<file path="src/rtl/assert_macros.svh">
// assertion macros shared by the gzip header parser rtl
// no dependencies; modules that check themselves include this file
`ifndef ASSERT_MACROS_SVH
`define ASSERT_MACROS_SVH

// condition must hold at every clock edge out of reset
`define ASSERT_ALWAYS(lbl, cond) \
    lbl: assert property (@(posedge clk) disable iff (!rst_n) (cond)) \
        else $error("assertion failed: invariant");

// consequent must hold in the cycle after the antecedent
`define ASSERT_NEXT(lbl, ante, cons) \
    lbl: assert property (@(posedge clk) disable iff (!rst_n) (ante) |=> (cons)) \
        else $error("assertion failed: next-cycle check");

`endif

</file>
<file path="src/rtl/gzhp_pkg.sv">
// types, codes and constants of the gzip header parser
// no dependencies; used by every rtl module of the block
`default_nettype none

package gzhp_pkg;

    // output queue geometry
    localparam int unsigned QDEPTH = 4;
    localparam int unsigned QAW    = $clog2(QDEPTH);
    localparam int unsigned QCW    = $clog2(QDEPTH + 1);

    // config port
    localparam int unsigned CFG_IW = 3;
    localparam int unsigned CFG_DW = 8;

    typedef enum logic [CFG_IW-1:0] {
        CFG_STD_FIRST     = 3'd0,
        CFG_STD_SECOND    = 3'd1,
        CFG_CRC_ON_FIRST  = 3'd2,
        CFG_CRC_ON_SECOND = 3'd3,
        CFG_CRC_OFF_FIRST = 3'd4,
        CFG_CRC_OFF_SECOND = 3'd5
    } cfg_idx_t;

    localparam logic [7:0] RST_STD_FIRST  = 8'd31;
    localparam logic [7:0] RST_STD_SECOND = 8'd139;

    // header constants
    localparam logic [7:0]  FLG_RESERVED = 8'hE0;
    localparam logic [7:0]  FLG_EXTRA    = 8'h04;
    localparam logic [7:0]  FLG_NAME     = 8'h08;
    localparam logic [7:0]  FLG_COMMENT  = 8'h10;
    localparam logic [7:0]  FLG_HCRC     = 8'h02;
    localparam logic [15:0] METHOD_DEFLATE = 16'd8;
    localparam logic [15:0] FIXED_SKIP     = 16'd6;
    localparam logic [15:0] HCRC_LEN       = 16'd2;

    typedef enum logic [1:0] {
        OP_DATA = 2'd0,
        OP_END  = 2'd1,
        OP_NEXT = 2'd2
    } op_t;

    typedef enum logic [3:0] {
        PH_MAGIC1  = 4'd0,
        PH_MAGIC2  = 4'd1,
        PH_METHOD  = 4'd2,
        PH_FLAGS   = 4'd3,
        PH_SKIP6   = 4'd4,
        PH_XLEN_LO = 4'd5,
        PH_XLEN_HI = 4'd6,
        PH_XDATA   = 4'd7,
        PH_NAME    = 4'd8,
        PH_COMMENT = 4'd9,
        PH_HCRC    = 4'd10,
        PH_PAYLOAD = 4'd11,
        PH_TRANSP  = 4'd12,
        PH_HALT    = 4'd13
    } phase_t;

    typedef enum logic [2:0] {
        MODE_UNDECIDED = 3'd0,
        MODE_TRANSP    = 3'd1,
        MODE_STD       = 3'd2,
        MODE_CRC_ON    = 3'd3,
        MODE_CRC_OFF   = 3'd4
    } mode_t;

    typedef struct packed {
        logic [1:0] operation;
        logic [7:0] data_byte;
    } item_t;

    typedef struct packed {
        logic [7:0] out_byte;
        logic       out_valid;
        logic [2:0] stream_mode;
        logic       header_done;
        logic       data_error;
        logic       last_of_run;
    } result_t;

    // magic byte pairs held by the config registers
    typedef struct packed {
        logic [7:0] std_first;
        logic [7:0] std_second;
        logic [7:0] crc_on_first;
        logic [7:0] crc_on_second;
        logic [7:0] crc_off_first;
        logic [7:0] crc_off_second;
    } magic_cfg_t;

    // results of one processed item, written into the output queue
    typedef struct packed {
        logic    valid;
        logic    two;
        result_t first;
        result_t second;
    } push_t;

endpackage

`default_nettype wire

</file>
<file path="src/rtl/gzhp_parser.sv">
// header parse state and per-byte phase logic of the gzip header parser
// depends on gzhp_pkg and assert_macros.svh
`default_nettype none

`include "assert_macros.svh"

module gzhp_parser (
    input  wire logic               clk,
    input  wire logic               rst_n,
    input  wire logic               fire,
    input  wire gzhp_pkg::item_t    item,
    input  wire gzhp_pkg::magic_cfg_t cfg,
    output gzhp_pkg::push_t         push
);

    // optional section stages
    localparam logic [2:0] SEC_EXTRA   = 3'd0;
    localparam logic [2:0] SEC_NAME    = 3'd1;
    localparam logic [2:0] SEC_COMMENT = 3'd2;
    localparam logic [2:0] SEC_HCRC    = 3'd3;
    localparam logic [2:0] SEC_DONE    = 3'd4;

    gzhp_pkg::phase_t phase_reg, phase_next;
    gzhp_pkg::mode_t  mode_reg, mode_next;
    logic             first_reg, first_next;
    logic             err_reg, err_next;
    logic [7:0]       held_reg, held_next;
    logic [7:0]       flags_reg, flags_next;
    logic [15:0]      skip_reg, skip_next;

    logic             emit;
    logic [7:0]       emit_byte;
    logic             two;
    logic             done;

    // first optional section at or after the given stage
    function automatic gzhp_pkg::phase_t sect_phase(input logic [2:0] stage,
                                                    input logic [7:0] flg);
        gzhp_pkg::phase_t ph;
        ph = gzhp_pkg::PH_PAYLOAD;
        if (stage <= SEC_HCRC && (flg & gzhp_pkg::FLG_HCRC) != 8'd0)
            ph = gzhp_pkg::PH_HCRC;
        if (stage <= SEC_COMMENT && (flg & gzhp_pkg::FLG_COMMENT) != 8'd0)
            ph = gzhp_pkg::PH_COMMENT;
        if (stage <= SEC_NAME && (flg & gzhp_pkg::FLG_NAME) != 8'd0)
            ph = gzhp_pkg::PH_NAME;
        if (stage == SEC_EXTRA && (flg & gzhp_pkg::FLG_EXTRA) != 8'd0)
            ph = gzhp_pkg::PH_XLEN_LO;
        return ph;
    endfunction

    always_comb
    begin
        logic             sect;
        logic [2:0]       stage;
        logic [15:0]      dec;
        logic [15:0]      xlen;
        gzhp_pkg::phase_t sph;

        phase_next = phase_reg;
        mode_next  = mode_reg;
        first_next = first_reg;
        err_next   = err_reg;
        held_next  = held_reg;
        flags_next = flags_reg;
        skip_next  = skip_reg;
        emit       = 1'b0;
        emit_byte  = 8'd0;
        two        = 1'b0;
        done       = 1'b0;
        sect       = 1'b0;
        stage      = SEC_DONE;
        dec        = skip_reg - 16'd1;
        xlen       = skip_reg | {item.data_byte, 8'd0};
        sph        = gzhp_pkg::PH_PAYLOAD;

        case (item.operation)
            gzhp_pkg::OP_DATA:
            begin
                case (phase_reg)
                    gzhp_pkg::PH_MAGIC1:
                    begin
                        held_next  = item.data_byte;
                        phase_next = gzhp_pkg::PH_MAGIC2;
                    end
                    gzhp_pkg::PH_MAGIC2:
                    begin
                        if (held_reg == cfg.std_first && item.data_byte == cfg.std_second)
                        begin
                            mode_next  = gzhp_pkg::MODE_STD;
                            first_next = 1'b0;
                            phase_next = gzhp_pkg::PH_METHOD;
                        end
                        else if (held_reg == cfg.crc_on_first &&
                                 item.data_byte == cfg.crc_on_second)
                        begin
                            mode_next  = gzhp_pkg::MODE_CRC_ON;
                            first_next = 1'b0;
                            phase_next = gzhp_pkg::PH_METHOD;
                        end
                        else if (held_reg == cfg.crc_off_first &&
                                 item.data_byte == cfg.crc_off_second)
                        begin
                            mode_next  = gzhp_pkg::MODE_CRC_OFF;
                            first_next = 1'b0;
                            phase_next = gzhp_pkg::PH_METHOD;
                        end
                        else if (first_reg)
                        begin
                            // fall back to pass-through, replay both bytes
                            mode_next  = gzhp_pkg::MODE_TRANSP;
                            first_next = 1'b0;
                            phase_next = gzhp_pkg::PH_TRANSP;
                            two        = 1'b1;
                        end
                        else
                        begin
                            err_next   = 1'b1;
                            phase_next = gzhp_pkg::PH_HALT;
                        end
                    end
                    gzhp_pkg::PH_METHOD:
                    begin
                        skip_next  = {8'd0, item.data_byte};
                        phase_next = gzhp_pkg::PH_FLAGS;
                    end
                    gzhp_pkg::PH_FLAGS:
                    begin
                        if (skip_reg != gzhp_pkg::METHOD_DEFLATE ||
                            (item.data_byte & gzhp_pkg::FLG_RESERVED) != 8'd0)
                        begin
                            err_next   = 1'b1;
                            phase_next = gzhp_pkg::PH_HALT;
                        end
                        else
                        begin
                            flags_next = item.data_byte;
                            skip_next  = gzhp_pkg::FIXED_SKIP;
                            phase_next = gzhp_pkg::PH_SKIP6;
                        end
                    end
                    gzhp_pkg::PH_SKIP6:
                    begin
                        skip_next = dec;
                        sect      = (dec == 16'd0);
                        stage     = SEC_EXTRA;
                    end
                    gzhp_pkg::PH_XLEN_LO:
                    begin
                        skip_next  = {8'd0, item.data_byte};
                        phase_next = gzhp_pkg::PH_XLEN_HI;
                    end
                    gzhp_pkg::PH_XLEN_HI:
                    begin
                        skip_next = xlen;
                        if (xlen == 16'd0)
                        begin
                            sect  = 1'b1;
                            stage = SEC_NAME;
                        end
                        else
                            phase_next = gzhp_pkg::PH_XDATA;
                    end
                    gzhp_pkg::PH_XDATA:
                    begin
                        skip_next = dec;
                        sect      = (dec == 16'd0);
                        stage     = SEC_NAME;
                    end
                    gzhp_pkg::PH_NAME:
                    begin
                        sect  = (item.data_byte == 8'd0);
                        stage = SEC_COMMENT;
                    end
                    gzhp_pkg::PH_COMMENT:
                    begin
                        sect  = (item.data_byte == 8'd0);
                        stage = SEC_HCRC;
                    end
                    gzhp_pkg::PH_HCRC:
                    begin
                        skip_next = dec;
                        sect      = (dec == 16'd0);
                        stage     = SEC_DONE;
                    end
                    gzhp_pkg::PH_PAYLOAD, gzhp_pkg::PH_TRANSP:
                    begin
                        emit      = 1'b1;
                        emit_byte = item.data_byte;
                    end
                    default:
                    begin
                        // halted: bytes are dropped
                    end
                endcase
            end
            gzhp_pkg::OP_END:
            begin
                case (phase_reg)
                    gzhp_pkg::PH_MAGIC1:
                    begin
                        if (first_reg)
                        begin
                            mode_next  = gzhp_pkg::MODE_TRANSP;
                            phase_next = gzhp_pkg::PH_TRANSP;
                        end
                    end
                    gzhp_pkg::PH_MAGIC2:
                    begin
                        if (first_reg)
                        begin
                            mode_next  = gzhp_pkg::MODE_TRANSP;
                            phase_next = gzhp_pkg::PH_TRANSP;
                            emit       = 1'b1;
                            emit_byte  = held_reg;
                        end
                        else
                        begin
                            err_next   = 1'b1;
                            phase_next = gzhp_pkg::PH_HALT;
                        end
                    end
                    gzhp_pkg::PH_PAYLOAD, gzhp_pkg::PH_TRANSP, gzhp_pkg::PH_HALT:
                    begin
                        // nothing to close
                    end
                    default:
                    begin
                        // truncated header
                        err_next   = 1'b1;
                        phase_next = gzhp_pkg::PH_HALT;
                    end
                endcase
            end
            gzhp_pkg::OP_NEXT:
            begin
                if (phase_reg == gzhp_pkg::PH_PAYLOAD)
                    phase_next = gzhp_pkg::PH_MAGIC1;
            end
            default:
            begin
                // unused code: one empty result
            end
        endcase

        if (sect)
        begin
            sph        = sect_phase(stage, flags_reg);
            phase_next = sph;
            done       = (sph == gzhp_pkg::PH_PAYLOAD);
            if (sph == gzhp_pkg::PH_HCRC)
                skip_next = gzhp_pkg::HCRC_LEN;
        end
    end

    always_comb
    begin
        push.valid = fire;
        push.two   = two;
        if (two)
        begin
            push.first.out_byte    = held_reg;
            push.first.out_valid   = 1'b1;
            push.first.last_of_run = 1'b0;
            push.second.out_byte   = item.data_byte;
        end
        else
        begin
            push.first.out_byte    = emit ? emit_byte : 8'd0;
            push.first.out_valid   = emit;
            push.first.last_of_run = 1'b1;
            push.second.out_byte   = 8'd0;
        end
        push.first.stream_mode  = mode_next;
        push.first.header_done  = done;
        push.first.data_error   = err_next;
        push.second.out_valid   = 1'b1;
        push.second.stream_mode = mode_next;
        push.second.header_done = 1'b0;
        push.second.data_error  = err_next;
        push.second.last_of_run = 1'b1;
    end

    always_ff @(posedge clk or negedge rst_n)
    begin
        if (!rst_n)
        begin
            phase_reg <= gzhp_pkg::PH_MAGIC1;
            mode_reg  <= gzhp_pkg::MODE_UNDECIDED;
            first_reg <= 1'b1;
            err_reg   <= 1'b0;
            held_reg  <= 8'd0;
            flags_reg <= 8'd0;
            skip_reg  <= 16'd0;
        end
        else if (fire)
        begin
            phase_reg <= phase_next;
            mode_reg  <= mode_next;
            first_reg <= first_next;
            err_reg   <= err_next;
            held_reg  <= held_next;
            flags_reg <= flags_next;
            skip_reg  <= skip_next;
        end
    end

    // error is sticky and parks the parser
    `ASSERT_NEXT(a_err_sticky, err_reg, err_reg)
    `ASSERT_ALWAYS(a_err_halts, !err_reg || phase_reg == gzhp_pkg::PH_HALT)
    // a byte replay only happens on the very first header's second byte
    `ASSERT_ALWAYS(a_two_first_hdr,
        !(fire && two) || (first_reg && phase_reg == gzhp_pkg::PH_MAGIC2))

endmodule

`default_nettype wire

</file>
<file path="src/rtl/gzhp_out_queue.sv">
// small result queue of the gzip header parser, takes one or two results per cycle
// depends on gzhp_pkg and assert_macros.svh
`default_nettype none

`include "assert_macros.svh"

module gzhp_out_queue (
    input  wire logic             clk,
    input  wire logic             rst_n,
    input  wire gzhp_pkg::push_t  push,
    output logic                  room,
    output logic                  result_valid,
    input  wire logic             result_stall,
    output gzhp_pkg::result_t     result
);

    gzhp_pkg::result_t            mem [gzhp_pkg::QDEPTH];
    logic [gzhp_pkg::QAW-1:0]     wp_reg, wp_next;
    logic [gzhp_pkg::QAW-1:0]     rp_reg, rp_next;
    logic [gzhp_pkg::QCW-1:0]     count_reg, count_next;
    logic                         pop;
    logic [gzhp_pkg::QCW-1:0]     n_in;

    // room for a double transfer
    assign room         = (count_reg <= gzhp_pkg::QCW'(gzhp_pkg::QDEPTH - 2));
    assign result_valid = (count_reg != '0);
    assign result       = mem[rp_reg];
    assign pop          = result_valid && !result_stall;

    always_comb
    begin
        n_in       = push.valid ? (push.two ? gzhp_pkg::QCW'(2) : gzhp_pkg::QCW'(1)) : '0;
        wp_next    = wp_reg + gzhp_pkg::QAW'(n_in);
        rp_next    = pop ? rp_reg + gzhp_pkg::QAW'(1) : rp_reg;
        count_next = count_reg + n_in - (pop ? gzhp_pkg::QCW'(1) : '0);
    end

    always_ff @(posedge clk)
    begin
        if (push.valid)
        begin
            mem[wp_reg] <= push.first;
            if (push.two)
                mem[wp_reg + gzhp_pkg::QAW'(1)] <= push.second;
        end
    end

    always_ff @(posedge clk or negedge rst_n)
    begin
        if (!rst_n)
        begin
            wp_reg    <= '0;
            rp_reg    <= '0;
            count_reg <= '0;
        end
        else
        begin
            wp_reg    <= wp_next;
            rp_reg    <= rp_next;
            count_reg <= count_next;
        end
    end

    `ASSERT_ALWAYS(a_no_overflow, count_reg <= gzhp_pkg::QCW'(gzhp_pkg::QDEPTH))
    `ASSERT_ALWAYS(a_push_room, !push.valid || room)
    `ASSERT_NEXT(a_pop_only, pop && !push.valid,
        count_reg == $past(count_reg) - gzhp_pkg::QCW'(1))

endmodule

`default_nettype wire

</file>
<file path="src/rtl/gzip_header_parser.sv">
// top level of the gzip member header parser: config registers, input register,
// parse logic and result queue; depends on gzhp_pkg, gzhp_parser, gzhp_out_queue
//
// usage
//   item channel: item_valid / item_stall / item carry one operation per transfer
//     (data byte, end of input, start next member)
//   result channel: result_valid / result_stall / result carry the results; every
//     item gives one result, a first-header magic mismatch gives two (held byte,
//     then current byte), the last of each run has last_of_run set
//   config: cfg_wr_en / cfg_index / cfg_wdata write the magic byte pairs; the user
//     writes only while the block is idle, not enforced; other indexes are ignored
// timing
//   an item transfer lands in the input register, is parsed once the queue has
//   room for two results and its results enter the four-entry queue, from which
//   they can transfer. one item per cycle is sustained while the queue has that
//   room, set by the single parse step between input register and queue
// stall
//   the item side is stalled while the input register holds an item and the queue
//   has fewer than two free entries; results wait in the queue, nothing is dropped
// reset
//   rst_n clears parse state to expect the first magic byte of the first header,
//   restores the default magic pairs and empties the queue
`default_nettype none

module gzip_header_parser (
    input  wire logic                            clk,
    input  wire logic                            rst_n,
    input  wire logic                            cfg_wr_en,
    input  wire logic [gzhp_pkg::CFG_IW-1:0]     cfg_index,
    input  wire logic [gzhp_pkg::CFG_DW-1:0]     cfg_wdata,
    input  wire logic                            item_valid,
    output logic                                 item_stall,
    input  wire gzhp_pkg::item_t                 item,
    output logic                                 result_valid,
    input  wire logic                            result_stall,
    output gzhp_pkg::result_t                    result
);

    gzhp_pkg::magic_cfg_t cfg_reg;
    gzhp_pkg::item_t      item_reg;
    logic                 item_vld_reg, item_vld_next;
    logic                 room;
    logic                 fire;
    logic                 take;
    gzhp_pkg::push_t      push;

    // held item is parsed once the queue can absorb a double result
    assign fire       = item_vld_reg && room;
    assign item_stall = item_vld_reg && !room;
    assign take       = item_valid && !item_stall;

    always_comb
    begin
        if (take)
            item_vld_next = 1'b1;
        else if (fire)
            item_vld_next = 1'b0;
        else
            item_vld_next = item_vld_reg;
    end

    // input register
    always_ff @(posedge clk or negedge rst_n)
    begin
        if (!rst_n)
            item_vld_reg <= 1'b0;
        else
            item_vld_reg <= item_vld_next;
    end

    always_ff @(posedge clk)
    begin
        if (take)
            item_reg <= item;
    end

    // magic byte pair registers
    always_ff @(posedge clk or negedge rst_n)
    begin
        if (!rst_n)
        begin
            cfg_reg.std_first      <= gzhp_pkg::RST_STD_FIRST;
            cfg_reg.std_second     <= gzhp_pkg::RST_STD_SECOND;
            cfg_reg.crc_on_first   <= 8'd0;
            cfg_reg.crc_on_second  <= 8'd0;
            cfg_reg.crc_off_first  <= 8'd0;
            cfg_reg.crc_off_second <= 8'd0;
        end
        else if (cfg_wr_en)
        begin
            case (cfg_index)
                gzhp_pkg::CFG_STD_FIRST:      cfg_reg.std_first      <= cfg_wdata;
                gzhp_pkg::CFG_STD_SECOND:     cfg_reg.std_second     <= cfg_wdata;
                gzhp_pkg::CFG_CRC_ON_FIRST:   cfg_reg.crc_on_first   <= cfg_wdata;
                gzhp_pkg::CFG_CRC_ON_SECOND:  cfg_reg.crc_on_second  <= cfg_wdata;
                gzhp_pkg::CFG_CRC_OFF_FIRST:  cfg_reg.crc_off_first  <= cfg_wdata;
                gzhp_pkg::CFG_CRC_OFF_SECOND: cfg_reg.crc_off_second <= cfg_wdata;
                default:
                begin
                    // unmapped index
                end
            endcase
        end
    end

    // one parse step per held item
    gzhp_parser u_parser (
        .clk   (clk),
        .rst_n (rst_n),
        .fire  (fire),
        .item  (item_reg),
        .cfg   (cfg_reg),
        .push  (push)
    );

    // result queue decouples the parse step from the receiver
    gzhp_out_queue u_queue (
        .clk          (clk),
        .rst_n        (rst_n),
        .push         (push),
        .room         (room),
        .result_valid (result_valid),
        .result_stall (result_stall),
        .result       (result)
    );

endmodule

`default_nettype wire

</file>
<file path="config.mk">
export PLATFORM = sky130hd
export DESIGN_NAME = gzip_header_parser
export DESIGN_NICKNAME = d
export VERILOG_FILES = /design/src/rtl/gzhp_pkg.sv /design/src/rtl/gzhp_parser.sv /design/src/rtl/gzhp_out_queue.sv /design/src/rtl/gzip_header_parser.sv
export VERILOG_INCLUDE_DIRS = /design/src /design/src/rtl
export SDC_FILE = /design/constraint.sdc
export NUM_CORES = 1
export LEC_CHECK = 0
export ABC_AREA = 1
export ABC_CLOCK_PERIOD_IN_PS = 8400
export BUFFER_PORTS_ARGS = -buffer_cell sky130_fd_sc_hd__buf_2
export CORE_MARGIN = 5
export CORE_UTILIZATION = 48
export CTS_BUF_LIST = sky130_fd_sc_hd__clkbuf_16
export DETAILED_ROUTE_END_ITERATION = 8
export PLACE_DENSITY = 0.74
export SLEW_MARGIN = 20
export SYNTH_ARGS = -nofsm -noshare
export SYNTH_HDL_FRONTEND = slang
export SYNTH_HIERARCHICAL = 1
export SYNTH_SLANG_ARGS = --single-unit
</file>
<file path="constraint.sdc">
create_clock -name clk -period 8.4 [get_ports clk]
set_input_delay 0.84 -clock clk [delete_from_list [all_inputs] [get_ports clk]]
set_output_delay 0.84 -clock clk [all_outputs]
set_load 0.1 [all_outputs]
</file>
# After elaboration in Yosys (flattened, before gate mapping)

Memories as Yosys holds them, arrays and structs flattened.
Index checks and enable logic that the tools add are counted.

Register bits: 104
Memory bits (writable): 60
Bits of input ports: 26
Output and inout bits: 17
Logic and storage cells: 179
Memories kept: 1

Memory list:

| memory      | depth | bits a word | rd ports | clocked after Yosys merged registers in | wr ports | RTL line             | text |
|---|---|---|---|---|---|---|---|
| u_queue.mem | 4     | 15          | 1        | 0                                       | 2        | gzhp_out_queue.sv:17 | `gzhp_pkg::result_t mem [gzhp_pkg::QDEPTH];` |

$add $sub $neg: 6
Magnitude comparators: 4
Equality and inequality tests: 34
Muxes and demuxes: 70
Bitwise operators: 2
Reduce and logical (&&, ||, !) cells: 43

Operators with widths:

| operator                                                                         | number |
|---|---|
| 16-bit 2-to-1 mux                                                                | 4 |
| 16-bit one-hot mux with 4 select lines                                           | 1 |
| 8-bit == test                                                                    | 6 |
| 4-bit 2-to-1 mux                                                                 | 10 |
| 4-bit == test, second input constant                                             | 8 |
| 16-bit zero test                                                                 | 2 |
| 8-bit 2-to-1 mux                                                                 | 4 |
| 3-bit 2-to-1 mux                                                                 | 9 |
| 1-bit 2-to-1 mux                                                                 | 26 |
| 4-bit one-hot mux with 3 select lines                                            | 2 |
| 4-bit one-hot mux with 6 select lines                                            | 1 |
| 9-bit 2-to-1 mux                                                                 | 2 |
| 4-bit by 3-bit == test with 1-bit output, second input constant                  | 4 |
| 16-bit by 4-bit != test with 1-bit output, second input constant                 | 1 |
| 16-bit OR                                                                        | 1 |
| 8-bit one-hot mux with 2 select lines                                            | 1 |
| 16-bit by 1-bit subtractor with 16-bit output, second input constant             | 1 |
| 3-bit one-hot mux with 5 select lines                                            | 1 |
| 2-bit AND reduction                                                              | 6 |
| 1-bit logical AND                                                                | 11 |
| 3-bit by 2-bit less-or-equal comparator with 1-bit output, second input constant | 3 |
| 4-bit by 2-bit == test with 1-bit output, second input constant                  | 2 |
| 8-bit zero test                                                                  | 1 |
| 8-bit by 4-bit != test with 1-bit output, second input constant                  | 1 |
| 35 further kinds                                                                 | 51 |

# Logic depth before layout (Yosys ltp)

Word-level depth: 15
Gate-level depth with buffers: 24
Mapped depth without buffers: 21

# Hierarchy

Netlist, hierarchy kept.

By module, submodules not included:

| module             | instances | cells each | area each (um2) | seq. area each (um2) |
|---|---|---|---|---|
| gzhp_parser        | 1         | 743        | 4271.6          | 927.1 |
| gzhp_out_queue     | 1         | 451        | 3668.5          | 1976.9 |
| gzip_header_parser | 1         | 236        | 2303.5          | 1537.7 |

# Worst setup path before layout

Ideal clock, no wire load.

Path type: reg2reg
From: register item_reg[5] (netlist name)
To: memory u_queue/mem[3][0] (netlist name) (enable)
Library setup time: 452 ps
Data arrival time: 2680 ps
Data required time: 7948 ps
Path slack: 5268 ps
Cell stages (with the launch flop): 18
Buffers on the path: 4
Period minus slack after synthesis: 3132 ps
Cell sequence: edfxtp_1 > clkbuf_1 > or2_2 > a21oi_1 > nand3_1 > nor2_1 > nand2_1 > nand3_1 > inv_1 > nand3_1 > buf_2 > inv_1 > buf_4 > nand2_2 > inv_2 > nand2_2 > buf_6 > o21ai_0

RTL lines:

| what                   | RTL line                 | text |
|---|---|---|
| start, declared        | gzip_header_parser.sv:40 | `gzhp_pkg::item_t item_reg;` |
| start signal, assigned | gzip_header_parser.sv:74 | `item_reg <= item;` |
| end, declared          | gzhp_out_queue.sv:17     |  |

==> flow_summary.ini <==
[status]
status = finished, final reports clean

[cts]
insertion_delay_ns = 0.43
ctsResizeCount = 0
cts_setup_buffers = 0
cts_hold_buffers = 0
cts_tree = done
clock-root-buffer = clkbuf_16
cts-buffers-inserted = 17
clock_tree.buffer_depth = 2
clkTransAtPathRegs_ns = 0.07
cts_num_sinks = 163
htree_levels = 4

[grt]
grt_max_degree = 56
grtUsageTotal = 0.2246
grt_pass1_vias = 8509
grt_overflow_total = 0
antenna_found_initial = 0
grt_pass1_wl_um = 44050

[synth]
synth.distinct_cells = 44
syn_area_um2 = 10240
synth_edf_count = 70
synth_area_leaders = nand2_1 (21%), edfxtp_1 (21%), dfrtp_1 (20%)
synthCells = 1430
synthFlopType = dfrtp_1
syn_area_per_cell_um2 = 7.163
yosysSeqAreaShare = 0.4336
post-synth-top-area-fraction = 0.2089
ys_ff_latch = 163
async_flop_share = 0.5706
synth_area_leader_cell = nand2_1
yosys_warnings = 6

[floorplan]
num_rows = 53
dieWidth_um = 156.1
core-area_um2 = 21020
die_height_um = 156.1
pin_count = 43
dieArea_um2 = 24360
initial_core_util = 0.4873

[worst_setup_path]
arrival_ns = 4.37
crit_type = flop to flop
cp_cell_sequence = inv_1, nand2_1, nand2_1, nor2_1, inv_1, nor2_1, nand2_1, inv_1, nand2_1, nand3_1, inv_1, nand3_1, inv_1, nand2_2, inv_2, nand2_2, nand2_1
path_buf_inv = 6
critPathCaptureType = flop
cp-start-kind = flop
cpPeakStageDelay_ns = 0.61
cp_max_fo = 48
required_ns = 8.46
critPathSlowestCell = nand2_1
cp_top_family = simple AND/OR/NAND/NOR gates

[routing]
final_antenna_net_count = 0
dr.pass1.iters = 5
detailroute.via_count = 9199
post_drt_via_cell_ratio = 5.330
drtIter0Drc = 908
post-route-drc-count = 0
wl_per_cell_um = 15.63
drt-total-wl_um = 26980

[power_and_ir_drop]
powerDensity_nw_per_um2 = 353.0
power_leakage_nw = 5.521
irDropWorstVdd_mv = 0.2070

[layout]
area_growth_pct = 8.062
fillCellCount = 2012
largest_reg_flops = 60
antenna_cells = 0
final_nets = 1477
layout-drive-gt1-share = 0.1006
finish.instance_area_um2 = 11070

[timing]
maxSlewViolCount = 0
worst_slew_pin_slew_ns = 1.022
fin_ws_ns = 4.094
setup_viol = 0
maxSlewHeadroom = 0.3159
fmaxAchievable_ghz = 0.2323
fin_crit_ns = 4.306
grt_setup_unrepaired = no
fin_skew_ns = 0.01032
setup_tns_ns = 0
hold_viol = 0
fin_crit_sh = 0.5126

[place]
gp_congestion = 0.9302
post-place-ws_ns = 4.053
dpl.hpwl_um = 19780
portBuffers = 42
dpl_cell_area_um2 = 10500

[min_path]
worstHoldPathType = input pin to asynchronous set/reset pin

[flow_run]
drv_cap = 0
[path summary, 6_finish.rpt]
path / cells past startpoint / slack, ns / endpoint / startpoint
min reg2reg: 2 / 0.47 / cfg_reg[40] / cfg_reg[40]
min: 1 / 0.39 / u_queue/rp_reg[0] / rst_n
max: 17 / 4.09 / u_queue/mem[2][12] / item_reg[4]
max in group asynchronous: 2 / 6.89 / cfg_reg[12] / rst_n
min in group clk: 2 / 0.47 / cfg_reg[40] / cfg_reg[40]
max reg2reg: 17 / 4.09 / u_queue/mem[2][12] / item_reg[4]
[power by group]
part,internal (mW),total [mW],switching (mW)
registers,1.05,1.23,0.189
clock network,0.418,0.764,0.346
logic,0.473,1.91,1.44
[worst register-to-register path: stages, from the launching register on]
cell and delay (ns):
edfxtp_1 0.50, inv_1 0.27, nand2_1 0.09, nand2_1 0.09, nor2_1 0.05, inv_1 0.04
nor2_1 0.04, nand2_1 0.08, inv_1 0.04, nand2_1 0.13, nand3_1 0.13, inv_1 0.07
nand3_1 0.40, inv_1 0.27, nand2_2 0.13, inv_2 0.59, nand2_2 0.40, nand2_1 0.61
[cell usage in the layout (no fill, tap or decap), types with 10 or more instances in the layout]
cell,n
a21oi_1,11
buf_2,41
clkbuf_16,19
dfrtp_1,83
dfstp_2,10
edfxtp_1,70
ha_1,12
inv_1,135
inv_2,15
nand2_1,570
nand2_2,10
nand3_1,137
nor2_1,126
nor2_4,14
o21ai_0,79
o22ai_1,16
xnor2_1,24
[kinds of logic (layout without fill, tap and decap cells)]
kind of cell	after synthesis	count (layout)	synth area share
simple gates	892	892	0.3691
xor+xnor	26	26	0.02296
other cells	2	3	0.0007331
fa+ha+maj	13	13	0.01661
flops	163	163	0.4336
buf+inv	206	226	0.08684
compound gates	128	128	0.07011
[per-layer routing]
metal / track usage / vias up / share of wire
met3: 0.03523 / 58 / 0.071
met1: 0.3169 / 4219 / 0.44
met4: 0.06711 / 0 / 0.025
met2: 0.3589 / 377 / 0.46
li1: - / 4545 / -
met5: 0 / - / 0
[through the flow]
step,std cells,total power [mW],hold slack (ns),util
floorplan,1431,2.730,0.4415,-
global placement,1694,3.114,0.4535,0.4993
detailed placement,1694,3.142,0.4623,0.4993
CTS,1726,3.911,0.4091,0.5264
global route,1726,4.174,0.4182,0.5266
finish,1726,3.907,0.3896,0.5266
[cell usage after synthesis, types with 10 or more instances]
cell type and number:
inv_2 14, nor2_1 126, a21oi_1 11, dfrtp_1 83, xnor2_1 24, nand2_2 10
nand2_1 570, edfxtp_1 70, buf_4 18, clkbuf_1 18, inv_1 133, nor2_4 14
o21ai_0 80, buf_2 14, ha_1 12, dfstp_2 10, nand3_1 137, o22ai_1 16
[cell type report]
class,instances,area [um2],area share
Inverter,149,559.3,0.05053
Clock buffer,19,475.5,0.04295
Timing Repair Buffer,45,235.2,0.02125
Multi-Input combinational cell,1062,4920,0.4444
Clock inverter,13,93.84,0.008477
Tap cell,275,344.1,0.03108
Sequential cell,163,4442,0.4013
Power figures use the tool's default switching activity.
